File: src/rtl/core/depth_keypoint_back_projection_assert.svh
// assertion macros for the depth keypoint back-projection block
`ifndef DEPTH_KEYPOINT_BACK_PROJECTION_ASSERT_SVH
`define DEPTH_KEYPOINT_BACK_PROJECTION_ASSERT_SVH

// same-cycle implication
`define DKBP_ASSERT_IMP(lbl, clk, rstn, ante, cons, msg) \
    lbl: assert property (@(posedge clk) disable iff (!(rstn)) (ante) |-> (cons)) \
        else $error(msg);

// next-cycle implication
`define DKBP_ASSERT_NXT(lbl, clk, rstn, ante, cons, msg) \
    lbl: assert property (@(posedge clk) disable iff (!(rstn)) (ante) |=> (cons)) \
        else $error(msg);

`endif

File: src/rtl/core/dkbp_pkg.sv
`timescale 1ns / 1ps

package dkbp_pkg;

    localparam int DEF_MAX_COLS = 1024;
    localparam int DEF_MAX_ROWS = 512;

    // field widths
    localparam int COL_FW     = 10;
    localparam int ROW_FW     = 9;
    localparam int DEPTH_W    = 16;
    localparam int KEY_W      = 16;
    localparam int PX_W       = 32;
    localparam int PZ_W       = 17;
    localparam int S_TDATA_W  = 72;
    localparam int M_TDATA_W  = 104;
    localparam int CFG_IDX_W  = 3;
    localparam int CFG_DATA_W = 16;

    // internal pixel index: a rounded 1/16 position reaches 2048 at most
    localparam int PIX_W = 12;

    // divider: |offset * depth| stays below 2^31, so no saturation is ever needed
    localparam int NUM_W   = 32;
    localparam int MAG_W   = 31;
    localparam int DEN_W   = 16;
    localparam int DIV_LAT = MAG_W + 1;

    localparam logic signed [PZ_W-1:0] Z_NONE = '1;

    typedef enum logic {
        CMD_LOAD  = 1'b0,
        CMD_QUERY = 1'b1
    } cmd_t;

    typedef enum logic [CFG_IDX_W-1:0] {
        REG_FOCAL_X     = 3'd0,
        REG_FOCAL_Y     = 3'd1,
        REG_CENTER_X    = 3'd2,
        REG_CENTER_Y    = 3'd3,
        REG_DEPTH_LIMIT = 3'd4,
        REG_COLS_IN_USE = 3'd5,
        REG_ROWS_IN_USE = 3'd6
    } reg_idx_t;

    typedef struct packed {
        logic               has_depth;
        logic [DEPTH_W-1:0] z;
        logic [PIX_W-1:0]   col;
        logic [PIX_W-1:0]   row;
    } side_t;

    typedef struct packed {
        logic                   has_depth;
        logic [ROW_FW-1:0]      used_row;
        logic [COL_FW-1:0]      used_col;
        logic signed [PZ_W-1:0] point_z;
        logic signed [PX_W-1:0] point_y;
        logic signed [PX_W-1:0] point_x;
    } result_t;

endpackage

File: src/rtl/core/dkbp_divider.sv
`timescale 1ns / 1ps

module dkbp_divider
    import dkbp_pkg::*;
(
    input  logic                    aclk,
    input  logic                    adv,
    input  logic signed [NUM_W-1:0] num,
    input  logic [DEN_W-1:0]        den,
    output logic signed [NUM_W-1:0] quo
);

    logic [DEN_W-1:0] rem_reg [MAG_W+1];
    logic [MAG_W-1:0] acc_reg [MAG_W+1];
    logic             neg_reg [MAG_W+1];

    logic [DEN_W:0]   trial    [MAG_W];
    logic [DEN_W-1:0] rem_next [MAG_W];
    logic [MAG_W-1:0] acc_next [MAG_W];
    logic [NUM_W-1:0] abs_num;
    logic [NUM_W-1:0] qmag;

    assign abs_num = num[NUM_W-1] ? (~num + 1'b1) : num;

    // one quotient bit per stage; acc shifts dividend bits out and quotient bits in
    always_comb begin
        for (int k = 0; k < MAG_W; k++) begin
            trial[k] = {rem_reg[k], acc_reg[k][MAG_W-1]};
            if (trial[k] >= {1'b0, den}) begin
                rem_next[k] = DEN_W'(trial[k] - {1'b0, den});
                acc_next[k] = {acc_reg[k][MAG_W-2:0], 1'b1};
            end else begin
                rem_next[k] = trial[k][DEN_W-1:0];
                acc_next[k] = {acc_reg[k][MAG_W-2:0], 1'b0};
            end
        end
    end

    always_ff @(posedge aclk) begin
        if (adv) begin
            neg_reg[0] <= num[NUM_W-1];
            acc_reg[0] <= abs_num[MAG_W-1:0];
            rem_reg[0] <= '0;
            for (int k = 0; k < MAG_W; k++) begin
                neg_reg[k+1] <= neg_reg[k];
                acc_reg[k+1] <= acc_next[k];
                rem_reg[k+1] <= rem_next[k];
            end
        end
    end

    // truncation toward zero: divide magnitudes, then restore the sign
    assign qmag = {1'b0, acc_reg[MAG_W]};
    assign quo  = $signed(neg_reg[MAG_W] ? (~qmag + 1'b1) : qmag);

endmodule

File: config.mk
export PLATFORM = sky130hd
export DESIGN_NAME = dkbp_divider
export DESIGN_NICKNAME = d
export VERILOG_FILES = /design/src/rtl/core/depth_keypoint_back_projection_assert.svh /design/src/rtl/core/dkbp_pkg.sv /design/src/rtl/core/dkbp_divider.sv
export SDC_FILE = /design/constraint.sdc
export NUM_CORES = 2
export LEC_CHECK = 0
export BUFFER_PORTS_ARGS = -buffer_cell sky130_fd_sc_hd__clkbuf_2
export CAP_MARGIN = 25
export CORE_MARGIN = 8
export CORE_UTILIZATION = 39
export CTS_CLUSTER_DIAMETER = 60
export DETAILED_ROUTE_END_ITERATION = 8
export PLACE_DENSITY_LB_ADDON = 0.3
export SETUP_SLACK_MARGIN = 0.02
export SLEW_MARGIN = 25
export SYNTH_ARGS = -nofsm -noshare
export SYNTH_HDL_FRONTEND = slang
export SYNTH_SLANG_ARGS = --single-unit
File: constraint.sdc
create_clock -name aclk -period 6.85 [get_ports aclk]
set_input_delay 1.37 -clock aclk [delete_from_list [all_inputs] [get_ports aclk]]
set_output_delay 1.37 -clock aclk [all_outputs]
set_load 0.01 [all_outputs]
# Yosys cells after proc, flatten, opt, wreduce, memory -nomap -nowiden
# Memory sizes are Yosys's and may differ from the RTL's.
# Index checks and enable logic that the tools add are counted.
# totals
reg_bits	0
memories	3
word_cells	135
ram_bits	1536
# classes
order_cmp	31
bitwise_logic	2
addsub	33
mux	66
# memory_table
name	depth	word_bits	read_ports	rd_clocked_by_memory_dff	write_ports	line_no	text
acc_reg	32	31	32	0	32	dkbp_divider.sv:14	logic [MAG_W-1:0] acc_reg [MAG_W+1];
rem_reg	32	16	31	0	32	dkbp_divider.sv:13	logic [DEN_W-1:0] rem_reg [MAG_W+1];
neg_reg	32	1	32	0	32	dkbp_divider.sv:15	logic neg_reg [MAG_W+1];
# op_table
cell	count
17-bit by 16-bit greater-or-equal comparator with 1-bit output	31
16-bit 2-to-1 mux	31
16-bit subtractor	31
1-bit 2-to-1 mux	33
32-bit by 1-bit adder with 32-bit output (second input constant)	1
32-bit 2-to-1 mux	1
31-bit NOT with 32-bit output	1
31-bit by 1-bit adder with 31-bit output (second input constant)	1
31-bit 2-to-1 mux	1
31-bit NOT	1

# Logic depth before layout (Yosys ltp)
# An unclocked memory read counts as a cell.
# logic_depth
depth_word	4
depth_mapped	12

# Worst setup path before layout
# Ideal clock, no wire load.
# synth_path
path_kind	input -> register
from	input port den[1]
to	memory rem_reg[15][8], in the netlist rem_reg[0][248], data pin
path_stages	11
arrival_time_ns	4.632
setup_slack_ns	1.958
required_ns	6.590
cell_sequence	clkinv_1 -> ha_1 -> nor2b_1 -> o21a_1 -> o21ai_0 -> a311o_1 -> a21oi_1 -> nor2_1 -> o21ai_1 -> buf_2 -> mux2_2
# synth_rtl
item	line_no	text
from (decl)	dkbp_divider.sv:9	input logic [DEN_W-1:0] den,
to (decl)	dkbp_divider.sv:13	

==> results.toml <==
[cts]
cts_tree = "yes"
clkLatencyLatePin_ns = 0.78
clkSlewWorstSetupHoldPaths_ns = 0.06
cts_hold_buf = 0
clockBufferDepth = 3
htree_levels = 4
cts_buffers = 162
cts.sinks = 1504
post_cts_buffers = 0
root_buffer = "clkbuf_16"
cts-resized-gates = 0

[grt]
antenna_found_initial = 4
grt_max_degree = 175
grt_pass1_wl_um = 237000
grt_pass1_vias = 42600
grt_usage = 0.144
grt_overflow = 0

[critical_path]
worstSetupPathType = "register to output pin"
cp.depth = 7
crit_top_cell = "or4_4"
crit_family = "simple AND/OR/NAND/NOR gates"
arrival_ns = 3.68
crit_path_end_kind = "output pin"
path_max_fanout = 5
max_stage_delay_ns = 0.59
cp_data_required_time_ns = 5.48
r2r-start = "rem_reg[0][32]$_DFFE_PP_"
worst_r2r_endpoint = "rem_reg[0][58]$_DFFE_PP_"
cp-startpoint = "acc_reg[1][471]$_DFFE_PP_"
r2r_slack_ns = 3.31
crit_end = "quo[25]"
reg2reg_depth = 9
startpoint_type = "register"
path_buf_inv = 1
crit_path_cell_trace = "or4_4 -> or4_4 -> or3_1 -> or3_4 -> o31ai_1 -> xnor2_1 -> clkbuf_2"
crit_path_top_delay_cell = "or4_4"

[timing]
skew_ns = 0.0237
worst_slew_pin_slew_ns = 1.07
tns_ns = 0
slew_viol_final = 0
period_needed_ns = 5.05
fmax_mhz = 198
finalCritPeriodShare = 0.737
rsz0062_at_grt = "false"
max_slew_margin = 0.285
hold_violations = 0
layout_setup_ws_ns = 1.80
setup_viol = 0

[synthesis]
netlist_area_um2 = 74100
async_flop_share = 0
yosysWarnings = 0
synth_ff_type = "edfxtp_1"
synth.avg_cell_area_um2 = 13.6
syn_nets = 5997
ys_seq_elements = 1504
synth_edf_count = 1504
synth_cell_types = 82
yosysSeqAreaShare = 0.609
yosys.area.top_type_share = 0.609
synth_area_leaders = "edfxtp_1 (61%), ha_1 (8.2%), mux2_2 (4.3%), xnor2_1 (3.4%), a21oi_1 (2.3%)"
syn-instance-count = 5434
yosys.area.top_type = "edfxtp_1"

[finish]
largest_reg_flops = 992
num_antenna_cells = 0
nets = 6211
layout-drive-gt1-share = 0.130
final_cells = 8290
area_delta_synth_final_pct = 12.3

[drt]
wl_met1_um = 70100
drt-total-wl_um = 152000
dr.pass1.iters = 7
wl_per_cell_um = 18.3
ant_nets = 0
route.met3.wl_um = 6030
top_layer_used = "met4"
wl_met2_um = 72100
via_per_inst = 5.26
drc = 0
drt-initial-drc-count = 3212
vias = 43600

[placed_design]
gp_congestion = 0.860
port_buffers = 81
hpwl_um = 103000
pre_cts_slack_ns = 1.25
dp.cells = 7993

[pwr]
powerDensity_nw_per_um2 = 442
power_leakage_nw = 31.1
switching_share = 0.334
comb_power_share = 0.387
ir_drop_uv = 226
intPower_mw = 24.5
seqPwrFrac = 0.384
clock_power_share = 0.228
p_switching_mw = 12.3

[die]
row_count = 160
die_w_um = 452
io_pins = 82
die_area_um2 = 204000
initial_core_util = 0.391
core-area_um2 = 190000
die_h_um = 452

[min_path]
holdCritPathClass = "register to register"

[run]
maxCapViolCount = 0

[outcome]
status = "finished clean"
-- cell families after synthesis --
logic type / after synthesis / synth area share
xor gates and xnor gates: 390 / 0.0461
DFF: 1504 / 0.609
buffers and inverters: 303 / 0.0157
and+or+nand+nor: 1026 / 0.0684
AOI/OAI and AO/OA: 1347 / 0.119
adders and majority gates: 513 / 0.0896
muxes: 351 / 0.0522
-- synthesized netlist by cell type, types with 15 or more instances --
cell and instances:
nor4_1 22, and3_1 24, nor2_1 241, o21ai_0 298, inv_1 197, xor2_1 103
a21boi_0 31, o21a_1 125, mux2_2 285, edfxtp_1 1504, nand4_1 35, and2_1 19
or2_2 17, and4_1 15, a211oi_1 31, a21oi_1 341, nor3_1 85, nand3_1 85
nor2b_1 83, or3_1 21, buf_2 16, a311oi_1 15, a21o_1 174, clkbuf_1 78
a31oi_1 50, xnor2_1 287, a2111oi_0 19, o21ai_1 16, o31ai_1 42, nand2b_1 48
o21bai_1 44, mux2i_1 66, o41ai_1 17, nand2_1 278, ha_1 484, nand3b_1 15
fa_1 29
-- power by group through the flow --
stage	combinational [mW]	clock (mW)	sequential, mW
after floorplan	11.2	0	13.7
after global placement	13.9	0	14.4
after detailed placement	14.0	0	14.3
after CTS	14.2	8.69	14.2
after global routing	15.8	9.02	14.3
final	14.2	8.40	14.1
-- routing by layer --
layer / track usage / vias to the layer above
met5: 0 / -
met4: 0.0406 / 0
met3: 0.0235 / 247
met2: 0.242 / 840
met1: 0.195 / 21200
li1: - / 21400
-- cells in the final DEF, fill, tap and decap left out, types with 19 or more instances in the layout --
master     Yosys  layout
edfxtp_1    1504    1504
ha_1         484     484
a21oi_1      341     340
o21ai_0      298     295
xnor2_1      287     287
mux2_2       285     285
nand2_1      278     278
nor2_1       241     241
inv_1        197     190
a21o_1       174     174
clkbuf_16      0     162
o21a_1       125     125
xor2_1       103     103
nor3_1        85      85
nand3_1       85      85
nor2b_1       83      83
clkbuf_2       0      79
mux2i_1       66      66
buf_4          2      57
a31oi_1       50      50
nand2b_1      48      48
o21bai_1      44      44
o31ai_1       42      41
nand4_1       35      35
clkinv_1       2      31
a211oi_1      31      31
a21boi_0      31      31
fa_1          29      29
clkbuf_1      78      29
and3_1        24      24
clkinv_2       0      24
nor4_1        22      22
or3_1         21      21
a2111oi_0     19      19
and2_1        19      19
-- layout make-up --
| cell class | instances | area (um2) |
|---|---|---|
| Fill cell | 16900 | 106000 |
| Multi-Input combinational cell | 3627 | 27800 |
| Timing Repair Buffer | 154 | 1150 |
| Sequential cell | 1504 | 45200 |
| Inverter | 199 | 747 |
| Clock inverter | 104 | 1010 |
| Tap cell | 2511 | 3140 |
| Clock buffer | 191 | 4160 |
-- through the flow --
stage / hold slack [ns] / util / instance area [um2] / power [mW]
3_3_place_gp: 0.400 / 0.411 / 78000 / 28.2
5_1_grt: 0.418 / 0.439 / 83200 / 39.2
2_1_floorplan: 0.400 / - / 74100 / 24.9
3_5_place_dp: 0.405 / 0.411 / 78000 / 28.4
6_report: 0.406 / 0.439 / 83200 / 36.8
4_1_cts: 0.400 / 0.439 / 83200 / 37.0
-- worst min path at each step --
stage	endpoint	slack (ns)	cells past startpoint	startpoint
after floorplan	acc_reg[0][100]$_DFFE_PP_	0.40	0	acc_reg[0][68]$_DFFE_PP_
after global placement	acc_reg[0][461]$_DFFE_PP_	0.40	0	acc_reg[0][429]$_DFFE_PP_
after detailed placement	acc_reg[0][100]$_DFFE_PP_	0.40	0	acc_reg[0][68]$_DFFE_PP_
after CTS	acc_reg[1][271]$_DFFE_PP_	0.40	0	acc_reg[1][239]$_DFFE_PP_
after global routing	acc_reg[1][76]$_DFFE_PP_	0.42	0	acc_reg[1][44]$_DFFE_PP_
final	acc_reg[1][343]$_DFFE_PP_	0.41	0	acc_reg[1][311]$_DFFE_PP_
Power figures use the tool's default switching activity.
