[config.mk]
export PLATFORM = sky130hd
export DESIGN_NAME = dkbp_out_buf
export DESIGN_NICKNAME = d
export VERILOG_FILES = /design/src/rtl/core/depth_keypoint_back_projection_assert.svh /design/src/rtl/core/dkbp_pkg.sv /design/src/rtl/core/dkbp_out_buf.sv
export SDC_FILE = /design/constraint.sdc
export NUM_CORES = 1
export LEC_CHECK = 0
export ABC_AREA = 1
export BUFFER_PORTS_ARGS = -buffer_cell sky130_fd_sc_hd__buf_2
export CORE_ASPECT_RATIO = 0.5
export CORE_MARGIN = 2
export CORE_UTILIZATION = 40
export DETAILED_ROUTE_END_ITERATION = 8
export GPL_TIMING_DRIVEN = 0
export PLACE_DENSITY = 0.61
export SLEW_MARGIN = 40
export SYNTH_ARGS = -nofsm -noshare
export SYNTH_HDL_FRONTEND = slang
export SYNTH_SLANG_ARGS = --single-unit
[constraint.sdc]
create_clock -name aclk -period 14.7 [get_ports aclk]
set_clock_uncertainty 0.05 [all_clocks]
set_input_delay 1.47 -clock aclk [delete_from_list [all_inputs] [get_ports aclk]]
set_output_delay 1.47 -clock aclk [all_outputs]
set_load 0.01 [all_outputs]
[src/rtl/core/depth_keypoint_back_projection_assert.svh]
// assertion macros for the depth keypoint back-projection block
`ifndef DEPTH_KEYPOINT_BACK_PROJECTION_ASSERT_SVH
`define DEPTH_KEYPOINT_BACK_PROJECTION_ASSERT_SVH

// same-cycle implication
`define DKBP_ASSERT_IMP(lbl, clk, rstn, ante, cons, msg) \
    lbl: assert property (@(posedge clk) disable iff (!(rstn)) (ante) |-> (cons)) \
        else $error(msg);

// next-cycle implication
`define DKBP_ASSERT_NXT(lbl, clk, rstn, ante, cons, msg) \
    lbl: assert property (@(posedge clk) disable iff (!(rstn)) (ante) |=> (cons)) \
        else $error(msg);

`endif

[src/rtl/core/dkbp_pkg.sv]
`timescale 1ns / 1ps

package dkbp_pkg;

    localparam int DEF_MAX_COLS = 1024;
    localparam int DEF_MAX_ROWS = 512;

    // field widths
    localparam int COL_FW     = 10;
    localparam int ROW_FW     = 9;
    localparam int DEPTH_W    = 16;
    localparam int KEY_W      = 16;
    localparam int PX_W       = 32;
    localparam int PZ_W       = 17;
    localparam int S_TDATA_W  = 72;
    localparam int M_TDATA_W  = 104;
    localparam int CFG_IDX_W  = 3;
    localparam int CFG_DATA_W = 16;

    // internal pixel index: a rounded 1/16 position reaches 2048 at most
    localparam int PIX_W = 12;

    // divider: |offset * depth| stays below 2^31, so no saturation is ever needed
    localparam int NUM_W   = 32;
    localparam int MAG_W   = 31;
    localparam int DEN_W   = 16;
    localparam int DIV_LAT = MAG_W + 1;

    localparam logic signed [PZ_W-1:0] Z_NONE = '1;

    typedef enum logic {
        CMD_LOAD  = 1'b0,
        CMD_QUERY = 1'b1
    } cmd_t;

    typedef enum logic [CFG_IDX_W-1:0] {
        REG_FOCAL_X     = 3'd0,
        REG_FOCAL_Y     = 3'd1,
        REG_CENTER_X    = 3'd2,
        REG_CENTER_Y    = 3'd3,
        REG_DEPTH_LIMIT = 3'd4,
        REG_COLS_IN_USE = 3'd5,
        REG_ROWS_IN_USE = 3'd6
    } reg_idx_t;

    typedef struct packed {
        logic               has_depth;
        logic [DEPTH_W-1:0] z;
        logic [PIX_W-1:0]   col;
        logic [PIX_W-1:0]   row;
    } side_t;

    typedef struct packed {
        logic                   has_depth;
        logic [ROW_FW-1:0]      used_row;
        logic [COL_FW-1:0]      used_col;
        logic signed [PZ_W-1:0] point_z;
        logic signed [PX_W-1:0] point_y;
        logic signed [PX_W-1:0] point_x;
    } result_t;

endpackage

[src/rtl/core/dkbp_out_buf.sv]
`timescale 1ns / 1ps

module dkbp_out_buf
    import dkbp_pkg::*;
(
    input  logic    aclk,
    input  logic    aresetn,
    input  logic    in_valid,
    input  result_t in_data,
    output logic    room,
    output logic    out_valid,
    input  logic    out_ready,
    output result_t out_data
);

    localparam logic [1:0] CNT_EMPTY = 2'd0;
    localparam logic [1:0] CNT_ONE   = 2'd1;
    localparam logic [1:0] CNT_FULL  = 2'd2;

    logic [1:0] count_reg;
    logic [1:0] count_next;
    result_t    head_reg;
    result_t    spare_reg;
    logic       take;

    assign out_valid = (count_reg != CNT_EMPTY);
    assign room      = (count_reg != CNT_FULL);
    assign take      = out_valid && out_ready;
    assign out_data  = head_reg;

    assign count_next = count_reg + 2'(in_valid) - 2'(take);

    always_ff @(posedge aclk) begin
        if (!aresetn) begin
            count_reg <= CNT_EMPTY;
        end else begin
            count_reg <= count_next;
        end
    end

    always_ff @(posedge aclk) begin
        if ((count_reg == CNT_EMPTY) || ((count_reg == CNT_ONE) && take)) begin
            head_reg <= in_data;
        end else if ((count_reg == CNT_FULL) && take) begin
            head_reg <= spare_reg;
        end
        if ((count_reg == CNT_ONE) && in_valid && !take) begin
            spare_reg <= in_data;
        end
    end

endmodule

Word-level counts from Yosys, hierarchy flattened --
Index checks and enable logic that the tools add are counted.
Word-level totals: word-level logic and storage cells 30, register bits 204, output and inout bits 103, bits of input ports 105
Cells by class: mux-type cells 2, add/sub/neg operators 2, equality and inequality tests 3, reduce and logical (&&, ||, !) cells 10
Operators with widths (number):
- $mux W101 | 2
- $logic_and A1 B1 Y1 | 5
- $reduce_bool A2 Y1 | 2
- $add A2 B1 Y2 | 1
- $eq A2 B1 Y1 const B | 1
- $eq A2 B2 Y1 const B | 1
- $logic_not A2 Y1 | 1
- $ne A2 B2 Y1 const B | 1
- $sub A2 B1 Y2 | 1
- $logic_not A1 Y1 | 1
- $logic_or A1 B1 Y1 | 1

Longest topological paths before layout --
Gate-level depths: netlist of run 1.
word-level depth 5, gate-level depth with buffers 9, gate-level depth less buffers 7

Worst setup path after synthesis of run 1 --
OpenSTA, ideal clock, no wires.
path kind input-to-reg, from in out_ready, to reg spare_reg[0] (netlist name), enable pin, required time 14.088 ns, buffers on the path 2, library setup time 0.562 ns, path slack 7.854 ns, arrival time 6.233 ns, stages 4, cells stage by stage or2_1 > buf_2 > clkbuf_1 > nor2_1
On the way: longest elaborated chain between the ends 3
RTL lines:
- start: declaration | RTL line dkbp_out_buf.sv:12 | input logic out_ready,
- $logic_and A1 B1 Y1 | RTL line dkbp_out_buf.sv:28 | assign take = out_valid && out_ready;
- $logic_not A1 Y1 | RTL line dkbp_out_buf.sv:47 | if ((count_reg == CNT_ONE) && in_valid && !take) begin
- $logic_and A1 B1 Y1 | RTL line dkbp_out_buf.sv:47
- end signal: assignment | RTL line dkbp_out_buf.sv:48 | spare_reg <= in_data;
- end: declaration | RTL line dkbp_out_buf.sv:23 | result_t spare_reg;
No other way between the ends. A chain may end at the register's enable or synchronous reset.

Worst setup path in the final report of run 1 --
from reg count_reg[1], to out out_valid
On the way: longest elaborated chain between the ends 1
RTL lines:
- start: declaration | RTL line dkbp_out_buf.sv:20 | logic [1:0] count_reg;
- start signal: assignment | RTL line dkbp_out_buf.sv:37 | count_reg <= count_next;
- $reduce_bool A2 Y1 | RTL line dkbp_out_buf.sv:26 | assign out_valid = (count_reg != CNT_EMPTY);
- end: declaration | RTL line dkbp_out_buf.sv:11 | output logic out_valid,
No other way between the ends.

==> results of run 1 <==
-- logic make-up (layout without fill, tap and decap cells) --
group / count (synthesis) / in the layout / share of synthesized area, %
AND/OR/NAND/NOR: 316 / 316 / 17.1
adder cells (fa/ha/maj): 1 / 1 / 0.162
flip-flops: 204 / 204 / 79.2
buffers and inverters: 37 / 284 / 3.47
AO/OA/AOI/OAI: 1 / 1 / 0.0648
-- per-layer routing --
metal  track usage [%]  vias up
met1              22.5     2373
met2              29.0      117
met3              3.76       33
met4              4.56        0
met5                 0        -
li1                  -     2450
-- cells in the mapped netlist, drive strengths merged --
cell,count
a21oi,1
buf,30
clkbuf,4
dfxtp,2
edfxtp,202
ha,1
inv,3
nand2,210
nand3,103
nor2,2
or2,1
-- final timing paths --
check / slack [ps] / startpoint / to / cells after the start
setup reg to reg: 12390 / count_reg[1] / spare_reg[51] / 7
hold / removal: 460 / spare_reg[19] / out_data[19] / 2
hold reg to reg: 460 / spare_reg[19] / out_data[19] / 2
setup / recovery: 11490 / count_reg[1] / out_valid / 4
-- where the power goes --
group / internal (W) / leakage, nW / total [W] / switching, W
logic: 0.0000696 / 1.95 / 0.000175 / 0.000106
registers: 0.000703 / 1.99 / 0.000716 / 0.0000132
clock network: 0.000271 / 0.284 / 0.000472 / 0.000201
-- stage by stage --
| stage | hold WS, ps | instance area, um^2 | setup WS (ps) | total power [W] | util [%] |
|---|---|---|---|---|---|
| floorplan | 437 | 7710 | 7850 | 0.000820 | - |
| global placement | 443 | 9070 | 5170 | 0.000904 | 48.6 |
| detailed placement | 449 | 9300 | 11240 | 0.000908 | 49.8 |
| CTS | 464 | 9880 | 11450 | 0.00138 | 52.9 |
| global route | 481 | 9880 | 11370 | 0.00142 | 52.9 |
| finish | 459 | 9880 | 11490 | 0.00136 | 52.9 |
-- critical path, delay by kind of cell, from the launching register on --
kind	cells	cell delay, ps
flops	1	340
buf+inv	3	760
simple gates	1	130
-- area by class of cell --
type                       instances  share of cell area [%]
clock buffer                      22                    4.93
sequential                       204                    61.8
timing repair buffer             216                    12.6
inverter                           3                   0.114
buffer                            34                    2.60
clock inverter                     9                   0.912
multi-input combinational        318                    13.7
tap                              259                    3.28
==> flow_summary.yaml, run 1 <==
cts:
  cts_max_level: 1
  cts_setup_buffers: 0
  ctsLongestPathBuffers: 3
  cts_tree: "yes"
  clk_latency_ps: 470
  cts_sinks: 204
  root_buffer: "clkbuf_16"
  hold_buffers: 0
  cts_buffers: 19
  ctsResizeCount: 0
  clk_pin_slew_worst_paths_ps: 70
worst_setup_path:
  cp_slowest_stage_delay_ps: 440
  required_ps: 13180
  cp_slowest_cell: "clkbuf_1"
  crit_arrival_ps: 1690
  critPathMaxFanout: 10
  cp_cell_sequence: "inv_1 -> clkbuf_1 -> nand2_1 -> buf_2"
  end_kind: "primary output"
  path_class: "reg -> out"
  start_kind: "flip-flop"
global_routing:
  antenna_found_initial: 0
  grt_max_degree: 31
  overflow: 0
  grt_pass1_vias: 5044
  grt_pass1_wl_mm: 27.1
  grtUsageTotal_pct: 17.0
detailed_routing:
  wl_mm: 17.4
  via_count: 4973
  ant_nets: 0
  routedWlPerCell_um: 16.4
  top_layer_used: "met4"
  dr_wl_met2_mm: 8.60
  drc_errors: 0
  vias_per_cell: 4.67
  first_iter_violations: 251
  met1_length_mm: 7.54
  dr_wl_met3_um: 896
  dr.pass1.iters: 4
logic_synthesis:
  synth_top_area_share_pct: 78.7
  yosys_warnings: 0
  synth_area_mm2: 0.00771
  synth_seq_area_share_pct: 79.2
  syn_nets: 665
  ys_types: 16
  ys_seq_elements: 204
  syn_avg_cell_area_um2: 13.8
  synth.area.top_cells: "edfxtp_1, nand2_1, nand3_1, buf_6, dfxtp_1"
  synthCells: 559
  yosysTopAreaCell: "edfxtp_1"
sta:
  tns_ps: 0
  rsz0062_at_grt: "false"
  period_minus_slack_ps: 3210
  drv_slew: 0
  fin_crit_sh_pct: 21.8
  max_freq_mhz: 312
  setup_viol: 0
  tightest_slew_ps: 525
  final-hold-violation-count: 0
  relSlewSlack_pct: 65.0
floorplanning:
  fp.dieH_um: 102
  start_util_pct: 41.3
  row_count: 35
  die_w_um: 200
  core_mm2: 0.0187
  ioPinCount: 208
  die_area_mm2: 0.0205
finish:
  layout.cells.non_filler: 1065
  diodes: 0
  layout.nets: 902
  syn_to_final_growth_pct: 28.1
  regArea_mm2: 0.00611
  drive_gt1_share_pct: 32.9
  mostFrequentLayoutCells: "buf_2, nand2_1, edfxtp_1"
  multi_input_area_mm2: 0.00135
  fillers: 1644
  final_common_cell: "buf_2"
pwr:
  p_per_area_mw_per_mm2: 138
  p_leak_nw: 4.22
  peakVddDrop_uv: 81.7
place:
  gp_congestion: 0.752
  io_buffers: 207
  dp.cells: 1034
  hpwl_mm: 12.2
run:
  maxCapViolations: 0
hold_path:
  hold_path_class: "reg -> reg"
outcome:
  status: "completed"
Note: power is estimated with default switching activity, not from simulation.
==> inputs of run 2 (changes only) <==
==> constraint.sdc (replaced) <==
create_clock -name aclk -period 3.2 [get_ports aclk]
set_clock_uncertainty 0.05 [all_clocks]
set_input_delay 0.32 -clock aclk [delete_from_list [all_inputs] [get_ports aclk]]
set_output_delay 0.32 -clock aclk [all_outputs]
set_load 0.01 [all_outputs]
==> flow_summary.yaml, run 2 (synthesis gave the netlist of run 1 again) <==
outcome:
  status: "completed"
hold_path:
  whs_path_depth: 4
  hold_path_class: "in -> reg"
detailed_routing:
  vias_per_cell: 4.58
  drc_errors: 0
  routedWlPerCell_um: 15.6
  via_count: 5338
  wl_mm: 18.2
  first_iter_violations: 287
  dr.pass1.iters: 4
  ant_nets: 0
sta:
  fin_hold_ws_ps: 132
  fin_crit_sh_pct: 75.4
  final-hold-violation-count: 0
  rsz0062_at_grt: "false"
  drv_slew: 0
  setup_viol: 0
  period_minus_slack_ps: 2410
  tightest_slew_ps: 565
  relSlewSlack_pct: 62.3
  max_freq_mhz: 414
worst_setup_path:
  start_kind: "flip-flop"
  cp_slowest_stage_delay_ps: 500
  path_delay_family: "buffers and inverters"
  cp_cell_sequence: "inv_1 -> clkbuf_1 -> nand2_1 -> nor2_4 -> buf_16 -> buf_8"
  path_class: "reg -> reg"
  worst-path-buf-inv: 4
  required_ps: 3330
  reg2reg_depth: 6
  path_depth: 6
  critPathMaxFanout: 20
  end_kind: "flip-flop"
  cp_slowest_cell: "nor2_4"
  crit_arrival_ps: 2540
cts:
  cts_max_level: 1
  clk_pin_slew_worst_paths_ps: 60
  cts_tree: "yes"
  clk_latency_ps: 480
  cts_buffers: 20
  ctsResizeCount: 0
  cts_sinks: 204
  ctsLongestPathBuffers: 3
  root_buffer: "clkbuf_16"
finish:
  final_common_cell: "buf_2"
  mostFrequentLayoutCells: "buf_2, nand2_1, edfxtp_1"
  final_area_mm2: 0.0108
  drive_gt1_share_pct: 28.7
  syn_to_final_growth_pct: 40.2
  fin_util_pct: 58.0
  layout.nets: 1002
global_routing:
  grtUsageTotal_pct: 17.6
  overflow: 0
  antenna_found_initial: 0
  grt_pass1_vias: 5358
  use_met3_pct: 3.16
  grt_use_met2_pct: 30.1
  busiest_layer: "met2"
  grt_pass1_wl_mm: 28.6
  grt_max_degree: 69
  met1_usage_pct: 23.9
floorplanning:
  start_util_pct: 41.3
  core_mm2: 0.0187
  ioPinCount: 208
  die_w_um: 200
  die_area_mm2: 0.0205
  fp.dieH_um: 102
  row_count: 35
run:
  maxCapViolations: 0
pwr:
  peakVddDrop_uv: 339
  p_per_area_mw_per_mm2: 582
  p_leak_nw: 4.60
place:
  gp_congestion: 0.760
  hpwl_mm: 11.8
  postPlaceCellArea_mm2: 0.00922
  io_buffers: 207
## run 2: cell type report
| cell class | instances | area, um^2 |
|---|---|---|
| diodes | 1 | 2.50 |
| plain buffers | 34 | 256 |
| clock buffers | 27 | 548 |
| clock inverters | 4 | 18.8 |
| fillers | 1555 | 7840 |
| inverters | 3 | 11.3 |
| multi-input cells | 318 | 1360 |
| flip-flops and latches | 204 | 6110 |
| well taps | 259 | 324 |
| repair buffers | 315 | 2180 |
## run 2: what timing repair did
| item | in CTS | in global routing |
|---|---|---|
| hold buffers | 102 | 0 |
| hold endpoints to repair | 102 | 0 |
| buffers inserted | 0 | 0 |
## run 2: path summary, 6_finish.rpt
kind	startpoint	to	slack [ps]
worst max-delay path	count_reg[1]	spare_reg[39]	790
worst min-delay path	in_valid	count_reg[0]	130
worst max register to register	count_reg[1]	spare_reg[39]	790
worst min register to register	spare_reg[99]	out_data[99]	460
## run 2: layer usage
layer	part of all wire, %	wire length (um)
met1	44	7950
met2	50	9080
met3	4.4	799
met4	1.8	329
met5	0	0
## run 2: worst min-delay path: cells and delay by family
family | cells | cell delay [ps]
adders and majority gates | 1 | 130
and+or+nand+nor | 1 | 40
buffers and inverters | 2 | 140
## run 2: metrics by stage
stage	std cells	worst slack (ps)	total power, W	TNS, ps
2_1_floorplan	559	326	0.00376	0
3_3_place_gp	1025	-736	0.00413	-115150
3_5_place_dp	1031	726	0.00416	0
4_1_cts	1164	710	0.00637	0
5_1_grt	1164	585	0.00656	0
6_report	1165	787	0.00630	0
## run 2: report_power, final
part	switching [W]	leakage (nW)	internal (W)
Sequential	0.0000635	1.99	0.00323
Combinational	0.000503	2.34	0.000389
Clock	0.000918	0.271	0.00119
==> inputs of run 3 (changes only) <==
--- a/config.mk
+++ b/config.mk
@@ -5,14 +5,14 @@
 export SDC_FILE = /design/constraint.sdc
 export NUM_CORES = 1
 export LEC_CHECK = 0
-export ABC_AREA = 1
+export ABC_AREA = 0
 export BUFFER_PORTS_ARGS = -buffer_cell sky130_fd_sc_hd__buf_2
 export CORE_ASPECT_RATIO = 0.5
 export CORE_MARGIN = 2
 export CORE_UTILIZATION = 40
 export DETAILED_ROUTE_END_ITERATION = 8
 export GPL_TIMING_DRIVEN = 0
-export PLACE_DENSITY = 0.61
+export PLACE_DENSITY = 0.63
 export SLEW_MARGIN = 40
 export SYNTH_ARGS = -nofsm -noshare
 export SYNTH_HDL_FRONTEND = slang
==> constraint.sdc (replaced) <==
create_clock -name aclk -period 2.2 [get_ports aclk]
set_clock_uncertainty 0.05 [all_clocks]
set_input_delay 0.22 -clock aclk [delete_from_list [all_inputs] [get_ports aclk]]
set_output_delay 0.22 -clock aclk [all_outputs]
set_load 0.01 [all_outputs]
==> flow_summary.yaml, run 3 <==
worst_setup_path:
  crit_top_cell: "buf_12"
  path_class: "reg -> reg"
  worst-path-buf-inv: 2
  required_ps: 2330
  cp_slowest_cell: "and3b_4"
  crit_arrival_ps: 2010
  critPathMaxFanout: 30
  end_kind: "flip-flop"
  path_delay_family: "simple AND/OR/NAND/NOR gates"
  cp_cell_sequence: "nor2b_2 -> and3b_4 -> buf_12 -> buf_12"
  start_kind: "flip-flop"
  cp-startpoint: "count_reg[0]"
  r2r-start: "count_reg[0]"
  cp_slowest_stage_delay_ps: 460
run:
  maxCapViolations: 0
pwr:
  p_leak_nw: 4.57
  p_sw_share_pct: 22.2
  p_clk_share_pct: 35.5
  comb_power_share_pct: 13.5
  peakVddDrop_uv: 522
  switching_power_w: 0.00204
  seq_power_share_pct: 50.9
  p_per_area_mw_per_mm2: 838
  p_int_w: 0.00716
logic_synthesis:
  synth_area_mm2: 0.00789
  syn_avg_cell_area_um2: 23.8
  synthCells: 332
  ys_top_cells_by_count: "edfxtp_1, mux2_4, mux2_2, buf_12, nand2_1"
  synth_top_area_share_pct: 76.8
  ys_seq_elements: 204
  synth_seq_area_share_pct: 77.3
  ys_types: 17
  yosysTopAreaCell: "edfxtp_1"
  syn_nets: 438
  synth.area.top_cells: "edfxtp_1, mux2_4, buf_12, mux2_2, dfxtp_1"
  async_flop_share_pct: 0
  yosysMostFrequentCell: "edfxtp_1"
  ys.flop_type: "edfxtp_1"
  yosys_warnings: 0
  synth_edf_count: 202
global_routing:
  grt_use_met2_pct: 26.6
  busiest_layer: "met2"
  overflow: 0
  grt_pass1_vias: 4436
  grt_max_degree: 102
  grtUsageTotal_pct: 14.3
  met1_usage_pct: 17.5
  use_met3_pct: 2.76
  grt_pass1_wl_mm: 23.4
  antenna_found_initial: 0
floorplanning:
  row_count: 36
  die_w_um: 203
  core_mm2: 0.0194
  fp.dieH_um: 103
  start_util_pct: 40.7
  die_area_mm2: 0.0209
  ioPinCount: 208
finish:
  drive_gt1_share_pct: 51.8
  layout.nets: 772
  fillers: 1516
  diodes: 0
  syn_to_final_growth_pct: 39.2
  fin_util_pct: 56.6
  final_common_cell: "buf_2"
  mostFrequentLayoutCells: "buf_2, edfxtp_1, dlygate4sd3_1"
detailed_routing:
  vias_per_cell: 4.40
  via_count: 4159
  first_iter_violations: 114
  wl_mm: 15.8
  routedWlPerCell_um: 16.7
  ant_nets: 0
  drc_errors: 0
  dr.pass1.iters: 4
cts:
  clk_pin_slew_worst_paths_ps: 60
  ctsResizeCount: 0
  clk_latency_ps: 480
  root_buffer: "clkbuf_16"
  ctsLongestPathBuffers: 3
  hold_buffers: 102
  cts_max_level: 1
  cts_buffers: 20
  cts_tree: "yes"
  cts_setup_buffers: 0
  cts_sinks: 204
sta:
  period_minus_slack_ps: 1880
  relSlewSlack_pct: 46.4
  fin_crit_sh_pct: 85.3
  drv_slew: 0
  max_freq_mhz: 533
  tns_ps: 0
  setup_viol: 0
  tightest_slew_ps: 804
  fin_hold_ws_ps: 57.0
  final-hold-violation-count: 0
  rsz0062_at_grt: "false"
place:
  hpwl_mm: 10.1
  io_buffers: 207
  gp_congestion: 0.699
hold_path:
  hp-start: "in_valid"
  hold_path_class: "in -> reg"
outcome:
  status: "completed"
[run 3: final timing paths]
check             slack, ps  depth (start not counted)             to
setup / recovery        320                          4  spare_reg[47]
hold / removal           60                          3   count_reg[0]
setup reg to reg        320                          4  spare_reg[47]
hold reg to reg         500                          1   out_data[89]
[run 3: metrics by stage]
step	power, W	setup WS (ps)	instances	area [um^2]
after global routing	0.00957	202	946	11000
final	0.00920	323	946	11000
after detailed placement	0.00589	302	808	9350
after CTS	0.00933	280	946	11000
after floorplan	0.00543	302	332	7910
after global placement	0.00585	-145	805	9270
[run 3: layout make-up]
| type | count | area, um^2 | area share [%] |
|---|---|---|---|
| plain buffers | 11 | 208 | 1.89 |
| clock buffers | 24 | 537 | 4.89 |
| clock inverters | 12 | 77.6 | 0.706 |
| inverters | 1 | 3.75 | 0.0342 |
| multi-input cells | 116 | 1600 | 14.5 |
| flip-flops and latches | 204 | 6110 | 55.6 |
| well taps | 266 | 333 | 3.03 |
| repair buffers | 312 | 2120 | 19.3 |
[run 3: kinds of logic after synthesis]
| logic type | Yosys count | share of synthesized area, % |
|---|---|---|
| muxes | 103 | 18.9 |
| AOI/OAI and AO/OA | 1 | 0.0951 |
| adders and majority gates | 1 | 0.158 |
| buffers and inverters | 12 | 2.68 |
| DFF | 204 | 77.3 |
| and+or+nand+nor | 11 | 0.777 |
[run 3: worst register-to-register path: stages (launching register included)]
cell and delay (ps):
dfxtp_1 360, nor2b_2 190, and3b_4 460, buf_12 270, buf_12 230
[run 3: routing by layer]
layer / routed length [um] / up-vias
li1: - / 1994
met1: 6670 / 2064
met2: 8310 / 79
met3: 521 / 22
met4: 283 / 0
met5: 0 / -
[run 3: power by group through the flow]
stage / combinational, W / sequential (W) / clock (W)
after floorplan: 0.000520 / 0.00491 / 0
after global placement: 0.00108 / 0.00477 / 0
after detailed placement: 0.00112 / 0.00477 / 0
after CTS: 0.00126 / 0.00469 / 0.00337
after global routing: 0.00133 / 0.00471 / 0.00352
final: 0.00124 / 0.00469 / 0.00327
